File: config.mk
export PLATFORM = sky130hd
export DESIGN_NAME = ffea_ctrl
export DESIGN_NICKNAME = d
export VERILOG_FILES = /design/src/rtl/core/ffea_pkg.sv /design/src/rtl/core/ffea_ctrl.sv
export VERILOG_INCLUDE_DIRS = /design/src /design/src/rtl/core
export SDC_FILE = /design/constraint.sdc
export NUM_CORES = 1
export LEC_CHECK = 0
export ABC_AREA = 1
export CAP_MARGIN = 20
export CELL_PAD_IN_SITES_DETAIL_PLACEMENT = 1
export CELL_PAD_IN_SITES_GLOBAL_PLACEMENT = 2
export CORE_UTILIZATION = 30
export DETAILED_ROUTE_END_ITERATION = 7
export DONT_BUFFER_PORTS = 1
export GPL_TIMING_DRIVEN = 1
export PLACE_DENSITY = 0.76
export SETUP_SLACK_MARGIN = 0.1
export SYNTH_ARGS = -nofsm -noshare
export SYNTH_HDL_FRONTEND = slang
export SYNTH_SLANG_ARGS = --single-unit
File: constraint.sdc
create_clock -name clk_i -period 1.8 [get_ports clk_i]
set_input_delay 0.27 -clock clk_i [delete_from_list [all_inputs] [get_ports clk_i]]
set_output_delay 0.27 -clock clk_i [all_outputs]
set_load 0.03 [all_outputs]
File: src/rtl/core/first_fit_extent_allocator_core_macros.svh
// ----------------------------------------------------------------------------
// first fit extent allocator assertion macros
// concurrent assertion wrappers, empty under synthesis
// ----------------------------------------------------------------------------
`ifndef FIRST_FIT_EXTENT_ALLOCATOR_CORE_MACROS_SVH
`define FIRST_FIT_EXTENT_ALLOCATOR_CORE_MACROS_SVH
`ifndef SYNTHESIS
`define FFEA_ASSERT(label, clk, rst_n, prop, msg) \
  label: assert property (@(posedge clk) disable iff (!rst_n) (prop)) else $error(msg);
`define FFEA_ASSERT_NEXT(label, clk, rst_n, pre, post, msg) \
  label: assert property (@(posedge clk) disable iff (!rst_n) (pre) |=> (post)) else $error(msg);
`else
`define FFEA_ASSERT(label, clk, rst_n, prop, msg)
`define FFEA_ASSERT_NEXT(label, clk, rst_n, pre, post, msg)
`endif
`endif

File: src/rtl/core/ffea_pkg.sv
// ----------------------------------------------------------------------------
// ffea_pkg
// shared types, codes and constants of the first fit extent allocator
// ----------------------------------------------------------------------------
`timescale 1ns / 1ps

package ffea_pkg;

  localparam int unsigned AddrBits      = 32;
  localparam int unsigned DefMaxExtents = 16;
  localparam int unsigned DefMaxBlocks  = 32;

  typedef logic [AddrBits-1:0] aw_t;
  typedef logic [AddrBits:0]   aw1_t;

  // command codes
  localparam logic [1:0] CMD_ALLOC    = 2'd0;
  localparam logic [1:0] CMD_ALLOC_AT = 2'd1;
  localparam logic [1:0] CMD_RELEASE  = 2'd2;
  localparam logic [1:0] CMD_RESERVE  = 2'd3;

  // status codes
  localparam logic [1:0] ST_OK       = 2'd0;
  localparam logic [1:0] ST_OOM      = 2'd1;
  localparam logic [1:0] ST_INVALID  = 2'd2;
  localparam logic [1:0] ST_EXT_FULL = 2'd3;

  // datapath micro operations
  typedef enum logic [3:0] {
    OP_NOP, OP_LOAD, OP_BSCAN, OP_BDEC, OP_FIT, OP_FITDEC, OP_FITAT, OP_FITW,
    OP_REC, OP_RECW, OP_GBP, OP_GBPD, OP_GBN, OP_GBND, OP_GBL, OP_GBLD
  } dp_op_e;

  typedef struct packed {
    dp_op_e op;
  } dp_ctl_t;

  typedef struct packed {
    logic       ext_last;
    logic       blk_last;
    logic [1:0] cmd;
    logic       size_zero;
    logic       any_mode;
    logic       blk_full;
    logic       found;
    logic       fit_hit;
    logic       fit_split;
    logic       bump_fail;
  } dp_sts_t;

endpackage

File: src/rtl/core/ffea_ctrl.sv
// ----------------------------------------------------------------------------
// ffea_ctrl
// sequencer of table scans and update steps for one command word
// ----------------------------------------------------------------------------
`timescale 1ns / 1ps
`include "first_fit_extent_allocator_core_macros.svh"

module ffea_ctrl
  import ffea_pkg::*;
(
  input  logic    clk_i,
  input  logic    rst_ni,
  input  logic    start_i,
  input  dp_sts_t sts_i,
  output dp_ctl_t ctl_o,
  output logic    busy_o,
  output logic    done_o
);

  localparam logic [4:0] S_IDLE   = 5'd0;
  localparam logic [4:0] S_DISP   = 5'd1;
  localparam logic [4:0] S_BSCAN  = 5'd2;
  localparam logic [4:0] S_BDEC   = 5'd3;
  localparam logic [4:0] S_FIT    = 5'd4;
  localparam logic [4:0] S_FITDEC = 5'd5;
  localparam logic [4:0] S_FITAT  = 5'd6;
  localparam logic [4:0] S_FITW   = 5'd7;
  localparam logic [4:0] S_REC    = 5'd8;
  localparam logic [4:0] S_RECW   = 5'd9;
  localparam logic [4:0] S_GBP    = 5'd10;
  localparam logic [4:0] S_GBPD   = 5'd11;
  localparam logic [4:0] S_GBN    = 5'd12;
  localparam logic [4:0] S_GBND   = 5'd13;
  localparam logic [4:0] S_GBL    = 5'd14;
  localparam logic [4:0] S_GBLD   = 5'd15;
  localparam logic [4:0] S_DONE   = 5'd16;

  logic [4:0] state_q, state_d;

  always_comb begin
    state_d   = state_q;
    ctl_o.op  = OP_NOP;
    unique case (state_q)
      S_IDLE: begin
        if (start_i) begin
          ctl_o.op = OP_LOAD;
          state_d  = S_DISP;
        end
      end
      S_DISP: begin
        if (sts_i.cmd == CMD_RESERVE) begin
          state_d = sts_i.size_zero ? S_DONE : S_FIT;
        end else begin
          state_d = S_BSCAN;
        end
      end
      S_BSCAN: begin
        ctl_o.op = OP_BSCAN;
        if (sts_i.blk_last) state_d = S_BDEC;
      end
      S_BDEC: begin
        ctl_o.op = OP_BDEC;
        if (sts_i.cmd == CMD_RELEASE) begin
          state_d = sts_i.found ? S_GBP : S_DONE;
        end else if (!sts_i.blk_full && sts_i.any_mode) begin
          state_d = S_FIT;
        end else begin
          state_d = S_DONE;
        end
      end
      S_FIT: begin
        ctl_o.op = OP_FIT;
        if (sts_i.ext_last) state_d = S_FITDEC;
      end
      S_FITDEC: begin
        ctl_o.op = OP_FITDEC;
        if (sts_i.fit_hit && sts_i.fit_split) begin
          state_d = S_FITAT;
        end else if (!sts_i.fit_hit && sts_i.bump_fail) begin
          state_d = S_DONE;
        end else begin
          state_d = (sts_i.cmd == CMD_RESERVE) ? S_DONE : S_REC;
        end
      end
      S_FITAT: begin
        ctl_o.op = OP_FITAT;
        if (sts_i.ext_last) state_d = S_FITW;
      end
      S_FITW: begin
        ctl_o.op = OP_FITW;
        state_d  = (sts_i.cmd == CMD_RESERVE) ? S_DONE : S_REC;
      end
      S_REC: begin
        ctl_o.op = OP_REC;
        if (sts_i.blk_last) state_d = S_RECW;
      end
      S_RECW: begin
        ctl_o.op = OP_RECW;
        state_d  = S_DONE;
      end
      S_GBP: begin
        ctl_o.op = OP_GBP;
        if (sts_i.ext_last) state_d = S_GBPD;
      end
      S_GBPD: begin
        ctl_o.op = OP_GBPD;
        state_d  = S_GBN;
      end
      S_GBN: begin
        ctl_o.op = OP_GBN;
        if (sts_i.ext_last) state_d = S_GBND;
      end
      S_GBND: begin
        ctl_o.op = OP_GBND;
        state_d  = S_GBL;
      end
      S_GBL: begin
        ctl_o.op = OP_GBL;
        if (sts_i.ext_last) state_d = S_GBLD;
      end
      S_GBLD: begin
        ctl_o.op = OP_GBLD;
        state_d  = S_DONE;
      end
      S_DONE: begin
        state_d = S_IDLE;
      end
      default: begin
        state_d = S_IDLE;
      end
    endcase
  end

  always_ff @(posedge clk_i or negedge rst_ni) begin
    if (!rst_ni) begin
      state_q <= S_IDLE;
    end else begin
      state_q <= state_d;
    end
  end

  assign busy_o = (state_q != S_IDLE);
  assign done_o = (state_q == S_DONE);

  `FFEA_ASSERT_NEXT(a_start_busy, clk_i, rst_ni, start_i && !busy_o, busy_o, "start not taken")
  `FFEA_ASSERT_NEXT(a_done_idle, clk_i, rst_ni, done_o, !busy_o, "no idle after done")
  `FFEA_ASSERT_NEXT(a_busy_hold, clk_i, rst_ni, busy_o && !done_o, busy_o, "busy dropped early")

endmodule

==> results by group, run 1 <==
Run status
  • Status: completed

Detailed routing
  • DRC violations left: 0
  • Avg Vias per Cell: 4.863
  • Drt first pass iters: 4
  • Total number of vias: 676
  • Antenna-violating nets left: 0
  • Post-Route WL: 1.737 mm
  • DR iter-0 viols: 15
  • Drt wl/cell: 12.50 µm

Timing
  • Slew @ Worst Pin: 0.5385 ns
  • Fmax: 605.5 MHz
  • Part of the cycle the worst path needs: 0.9175
  • Final min period: 1.651 ns
  • Relative slew slack: 0.6397
  • Hold Vio Cnt, Final: 0
  • Final setup margin: 0.1486 ns
  • Worst hold margin: 0.2470 ns
  • Clock skew: 0.002722 ns
  • Finish-stage setup viols: 0
  • RSZ-0062 raised after global routing: false
  • Slew Limit Fails: 0
  • Setup TNS: 0 ns

Synthesis
  • Xor-xnor portion of the synthesized cell area: 0
  • Synth Cell Area: 553.0 µm²
  • Most frequent cells after synthesis: nand2_1, inv_1, nor2_1
  • Yosys top cell area share: 0.2262
  • Top post-synthesis cells by area: dfrtp_1, nand2_1, nand3_1
  • Syn Area/Cell: 5.701 µm²
  • Adder-Cell Fraction of Synth Area: 0
  • Register area share after synthesis: 0.2262
  • Net count after synthesis: 111
  • Most used DFF post-synth: dfrtp_1
  • Cells after Synth: 97
  • Compound-cell area share of the yosys netlist: 0.08145
  • FF+latch count, synth: 5
  • Yosys cell types: 18
  • EDFF count, synth: 0
  • Post-synthesis simple-gate area fraction: 0.5385
  • Fraction of synthesized area in multiplexers: 0
  • Yosys top cell by area: dfrtp_1
  • Largest family of logic cells by synthesized area: simple AND/OR/NAND/NOR gates
  • Most frequent cell after synthesis: nand2_1
  • Number of synthesis warnings: 0
  • Post-synth ARST share: 1.000

Critical path
  • Critical Path Start Type: register
  • WP data arrival: 1.38 ns
  • Crit path kind: register to primary output
  • CP peak stage delay: 0.45 ns
  • Max Fanout on Critical Path: 4
  • Worst path required time: 1.53 ns
  • Delay-heaviest family, CP: simple AND/OR/NAND/NOR gates
  • WP buf/inv: 1
  • Crit path max-delay cell type: dfrtp_2
  • Crit. End Element: primary output
  • Crit-path cells: nor2_4 -> nand2_2 -> nor2_4 -> nand2_1 -> o2111ai_2 -> buf_4
  • Crit path top cell by count: nor2_4

Global route
  • Total GRT Usage: 0.1850
  • Final global-route overflow total: 0
  • Antenna violations before repair: 0
  • First-pass GRT wire length: 2.684 mm
  • Largest net degree at the start of global routing: 8
  • Vias in the first global route: 600

CTS
  • CTS tree: built
  • CTS Root Cell: clkbuf_4
  • CTS sink cnt: 5
  • Later-pin clock latency in the skew report: 0.24 ns
  • TritonCTS buffer count: 3
  • CTS clk-pin slew, worst paths: 0.04 ns
  • H-tree levels: 1
  • Clock buffer depth: 2

Die
  • Core area: 1727 µm²
  • Die ar.: 2019 µm²
  • Io pins: 20
  • FP Rows: 15
  • Die width: 44.94 µm
  • Initial Util: 0.3203
  • Die Span Y: 44.94 µm

Power and ir drop
  • Internal Power: 0.0005969 W
  • Sw Pwr: 0.0006954 W
  • Clock power share: 0.097
  • Sequential share of power: 0.190
  • Power per cell area: 1713 nW/µm²
  • Sw Ratio: 0.5381
  • Lkg Pwr: 0.3869 nW
  • Worst vdd ir: 756.5 µV
  • Comb power frac: 0.713

Layout
  • Max FFs per register: 5
  • Fin nets: 129
  • N_diodes: 0
  • Top flop regs: state_q x5
  • Register area: 130.1 µm²
  • Area of the multi-input gates: 385.4 µm²
  • Largest Register: state_q
  • Synthesis-to-finish area growth: 36.43%
  • Filler instances: 258
  • Share of layout cells above drive strength 1: 0.3070

Worst hold path
  • Worst Hold Class: input pin to register

Job
  • MaxCap Viol Count: 0

Place
  • Dpl hpwl: 1.347 mm
  • DP Worst Slack: 0.2227 ns
  • Buffers added on ports: 0
  • GP Congestion: 0.8144
## per-layer routing
layer	routed length, µm	global-route usage	vias up
met3	25	0.03600	0
met2	872	0.3043	10
met1	839	0.2593	324
li1	-	-	342
met4	0	0.01818	0
met5	0	0	-
## worst register-to-register path, cell delays in order (launching register included)
cell	delay, ns
dfrtp_2	0.43
inv_2	0.08
nor2_4	0.14
buf_4	0.13
nand3_1	0.09
o21ai_0	0.21
nor2_1	0.06
nand2_1	0.07
## power by group through the flow
stage / combinational (W) / sequential [W] / clock, W
2_1_floorplan: 0.000526 / 0.000210 / 0
3_3_place_gp: 0.000692 / 0.000223 / 0
3_5_place_dp: 0.000684 / 0.000225 / 0
4_1_cts: 0.000730 / 0.000250 / 0.000132
5_1_grt: 0.00101 / 0.000254 / 0.000140
6_report: 0.000922 / 0.000245 / 0.000125
## placed cells by master (no fill, tap or decap), types with 3 or more instances in the layout
master and count:
buf_4 13, clkbuf_4 3, dfrtp_2 4, inv_1 15, inv_2 3, nand2_1 23
nand3_1 15, nor2_1 14, nor2_4 5
## kinds of logic (layout without fill, tap and decap cells)
| kind of cell | Yosys count | count (layout) |
|---|---|---|
| compound gates | 7 | 7 |
| buf+inv | 20 | 37 |
| flops | 5 | 5 |
| simple gates | 65 | 65 |
## worst paths after layout
check / from / slack, ns / depth (start not counted) / endpoint
min: sts_i[10] / 0.25 / 4 / state_q[0]
min reg2reg: state_q[0] / 0.69 / 3 / state_q[0]
max: state_q[3] / 0.15 / 6 / ctl_o[0]
max reg2reg: state_q[3] / 0.53 / 7 / state_q[1]
min in group asynchronous: rst_ni / 0.32 / 1 / state_q[4]
max in group asynchronous: rst_ni / 1.27 / 1 / state_q[2]
## final cells by class
type,count,area share
sequential,5,0.1725
inverter,19,0.09784
multi-input combinational,72,0.5108
timing repair buffer,14,0.1426
tap,25,0.04146
clock buffer,4,0.03483
## through the flow
| stage | instances | utilization | total power [W] | cell area (µm²) |
|---|---|---|---|---|
| 3_5_place_dp | 125 | 0.3514 | 0.0009090 | 606.8 |
| 5_1_grt | 139 | 0.4370 | 0.001402 | 754.5 |
| 2_1_floorplan | 97 | - | 0.0007357 | 559.3 |
| 4_1_cts | 132 | 0.3949 | 0.001112 | 681.9 |
| 3_3_place_gp | 125 | 0.3514 | 0.0009144 | 606.8 |
| 6_report | 139 | 0.4370 | 0.001292 | 754.5 |
## timing repair
action	CTS	global route
endpoints found under the setup margin	1	1
gates resized for setup	9	7
buffers inserted	2	7
pin swaps	0	4
endpoints found under the hold margin	5	0
hold buffers	1	0
No activity file was read; power rests on OpenSTA's default activity.
==> inputs of run 2 (changes only) <==
--- a/config.mk
+++ b/config.mk
@@ -6,7 +6,6 @@
 export SDC_FILE = /design/constraint.sdc
 export NUM_CORES = 1
 export LEC_CHECK = 0
-export ABC_AREA = 1
 export CAP_MARGIN = 20
 export CELL_PAD_IN_SITES_DETAIL_PLACEMENT = 1
 export CELL_PAD_IN_SITES_GLOBAL_PLACEMENT = 2
@@ -14,7 +13,7 @@
 export DETAILED_ROUTE_END_ITERATION = 7
 export DONT_BUFFER_PORTS = 1
 export GPL_TIMING_DRIVEN = 1
-export PLACE_DENSITY = 0.76
+export PLACE_DENSITY = 0.7
 export SETUP_SLACK_MARGIN = 0.1
 export SYNTH_ARGS = -nofsm -noshare
 export SYNTH_HDL_FRONTEND = slang
==> run 2 against run 1 <==
Flip-flop and latch count is the same. Via count shrank 18%. Combinational power shrank 28%. Sequential power is 2% higher. Global-route usage grew 0.75 points. Clock skew decreased by 0.0010 ns. Critical path depth decreased by 2. Cell area decreased by 20%. Utilization down 3.9 points. First-iteration DRC count is 67% lower. Setup slack improved by 0.028 ns. Critical path type unchanged. Largest cell class unchanged.
==> results by group, run 2 <==
Place
  • Dpl hpwl: 1.184 mm (-12%)
  • Placed Cells: 86 (-31%)
  • Buffers added on ports: 0 (unchanged)
  • GP Congestion: 0.7263 (-11%)
  • DP Worst Slack: 0.3575 ns (+0.1347 ns)

CTS
  • H-tree levels: 1 (unchanged)
  • CTS sink cnt: 5 (unchanged)
  • CTS Root Cell: clkbuf_4
  • Later-pin clock latency in the skew report: 0.24 ns (about the same)
  • CTS clk-pin slew, worst paths: 0.05 ns (about the same)
  • CTS tree: built
  • TritonCTS buffer count: 3 (unchanged)
  • Clock buffer depth: 2 (unchanged)

Synthesis
  • Post-synth ARST share: 1.000 (unchanged)
  • Register area share after synthesis: 0.2500 (+0.02376)
  • Yosys top cell area share: 0.2500 (+0.02376)
  • Number of synthesis warnings: 0 (unchanged)
  • Net count after synthesis: 82 (-26%)
  • EDFF count, synth: 0 (unchanged)
  • Yosys top cell by area: dfrtp_1
  • Cells after Synth: 68 (-30%)
  • Most frequent cell after synthesis: nand2_1
  • Top post-synthesis cells by area: dfrtp_1, a21oi_1, nand2_1
  • Most frequent cells after synthesis: nand2_1, a21oi_1, dfrtp_1, nor2_1, inv_1
  • Most used DFF post-synth: dfrtp_1
  • Yosys cell types: 33 (+15)
  • Synth Cell Area: 500.5 µm² (-9.5%)
  • Syn Area/Cell: 7.360 µm² (+29%)
  • FF+latch count, synth: 5 (unchanged)

Layout
  • Share of layout cells above drive strength 1: 0.2278 (-0.07917)
  • Leading cell type in the layout, fill and taps excluded: buf_4
  • N_diodes: 0 (unchanged)
  • Largest Register: state_q
  • Commonest non-fill, non-tap cells in the layout: buf_4, nand2_1, a21oi_1
  • Fin nets: 94 (-27%)
  • Max FFs per register: 5 (unchanged)
  • Final non-filler cell total: 95 (-32%)
  • Top flop regs: state_q x5
  • Synthesis-to-finish area growth: 21.25%

Critical path
  • Crit path max-delay cell type: dfrtp_1
  • Crit. End Element: primary output
  • Delay-heaviest family, CP: flip-flops
  • Worst path required time: 1.53 ns (about the same)
  • Max Fanout on Critical Path: 10 (+6)
  • CP peak stage delay: 0.50 ns (+0.05 ns)
  • Critical Path Start Type: register
  • Crit path kind: register to primary output
  • WP buf/inv: 2 (+1)
  • Crit-path cells: inv_1 -> nand4_1 -> a21oi_1 -> buf_4
  • Crit. Startpoint: state_q[0]
  • WP data arrival: 1.35 ns (-0.03 ns)
  • Worst reg2reg path startpoint: state_q[3]

Die
  • Die ar.: 1836 µm² (-9.1%)
  • Core area: 1524 µm² (-12%)
  • Initial Util: 0.3284 (+0.008118)
  • Die Span Y: 42.85 µm (-4.7%)
  • FP Rows: 14 (-1)
  • Io pins: 20 (unchanged)
  • Die width: 42.85 µm (-4.7%)

Worst hold path
  • Worst Hold Class: input pin to register
  • Hold path start: sts_i[10]

Timing
  • Relative slew slack: 0.7484 (+0.1087)
  • Slew Limit Fails: 0 (unchanged)
  • Slew @ Worst Pin: 0.3775 ns (-0.1611 ns)
  • Final setup margin: 0.1763 ns (+0.02774 ns)
  • Worst hold margin: 0.2423 ns (-0.004687 ns)
  • Fmax: 615.9 MHz (+1.7%)
  • Setup TNS: 0 ns (unchanged)
  • Part of the cycle the worst path needs: 0.9020 (-0.01541)
  • Clock skew: 0.001726 ns (-0.0009960 ns)
  • Hold Vio Cnt, Final: 0 (unchanged)
  • Final min period: 1.624 ns (-0.02774 ns)
  • RSZ-0062 raised after global routing: false
  • Finish-stage setup viols: 0 (unchanged)

Global route
  • Largest net degree at the start of global routing: 12 (+4)
  • Final global-route overflow total: 0 (unchanged)
  • First-pass GRT wire length: 2.704 mm (+0.75%)
  • Total GRT Usage: 0.1925 (+0.007476)
  • Antenna violations before repair: 0 (unchanged)
  • Vias in the first global route: 560 (-6.7%)

Detailed routing
  • Post-Route WL: 1.564 mm (-10%)
  • Avg Vias per Cell: 5.842 (+20%)
  • Antenna-violating nets left: 0 (unchanged)
  • DR iter-0 viols: 5 (-10)
  • Drt wl/cell: 16.46 µm (+32%)
  • Total number of vias: 555 (-18%)
  • DRC violations left: 0 (unchanged)
  • Drt first pass iters: 4 (unchanged)

Job
  • MaxCap Viol Count: 0 (unchanged)

Power and ir drop
  • Lkg Pwr: 0.2539 nW (-34%)
  • Power per cell area: 1723 nW/µm² (+0.59%)
  • Worst vdd ir: 599.6 µV (-21%)

Run status
  • Status: completed
==> run 2: cell count changes after synthesis, moves of 4 or more <==
cell and delta:
inv_1 -13, nand3_1 -13, nor2_1 -12, a21oi_1 +4
nand2_1 -17
==> run 2: kinds of logic (layout without fill, tap and decap cells) <==
kind of cell,count (synthesis),after routing,synth area share
and+or+nand+nor,30,30,0.3225
AOI/OAI and AO/OA,23,23,0.3075
buffers and inverters,9,20,0.09998
DFF,5,5,0.2500
muxes,1,1,0.02000
==> run 2: where the power goes <==
| group | switching, W | internal, W | total, W | leakage, nW |
|---|---|---|---|---|
| combinational | 0.000398 | 0.000263 | 0.000662 | 0.176 |
| clock | 0.0000508 | 0.0000841 | 0.000135 | 0.0150 |
| sequential | 0.0000920 | 0.000157 | 0.000249 | 0.0625 |
==> run 2: what timing repair did <==
action,in CTS,in global routing
cloned,0,0
endpoints found under the hold margin,5,0
buffers inserted,0,4
hold buffers,1,0
pin swaps,0,1
gates resized for setup,1,2
setup endpoints to repair,1,1
==> run 2: through the flow <==
stage	util	area [µm²]	power (W)
4_1_cts	0.3777	575.6	0.001002
6_report	0.3982	606.8	0.001046
5_1_grt	0.3982	606.8	0.001129
3_5_place_dp	0.3530	538.0	0.0008582
3_3_place_gp	0.3530	538.0	0.0008539
2_1_floorplan	-	500.5	0.0006948
==> run 2: area by class of cell <==
class                           count  area [µm²]
Fill cell                         195       917.1
Multi-Input combinational cell     54       325.3
Sequential cell                     5       127.6
Timing Repair Buffer               12       92.59
Clock buffer                        4       26.28
Tap cell                           16       20.02
Inverter                            4       15.01
==> run 2: final timing paths <==
check | to | slack, ns | cells past startpoint
max reg2reg | state_q[4] | 0.37 | 5
min | state_q[0] | 0.24 | 2
min reg2reg | state_q[3] | 0.58 | 1
min in group asynchronous | state_q[4] | 0.32 | 1
max in group asynchronous | state_q[3] | 1.26 | 1
max | ctl_o[0] | 0.18 | 4
==> run 2: worst register-to-register path, delay by kind of cell (launching register included) <==
family                 cells  cell delay [ns]
AO/OA/AOI/OAI              3             0.48
buffers and inverters      1             0.17
flip-flops                 1             0.44
AND/OR/NAND/NOR            1             0.22
==> run 2: per-layer routing <==
layer / share of wire / global-route usage / wire, µm / vias up
met5: 0 / 0 / 0 / -
met4: 0 / 0.05625 / 0 / 0
met3: 0.035 / 0.02979 / 55 / 0
met2: 0.49 / 0.2909 / 773 / 10
met1: 0.47 / 0.2784 / 734 / 270
li1: - / - / - / 275
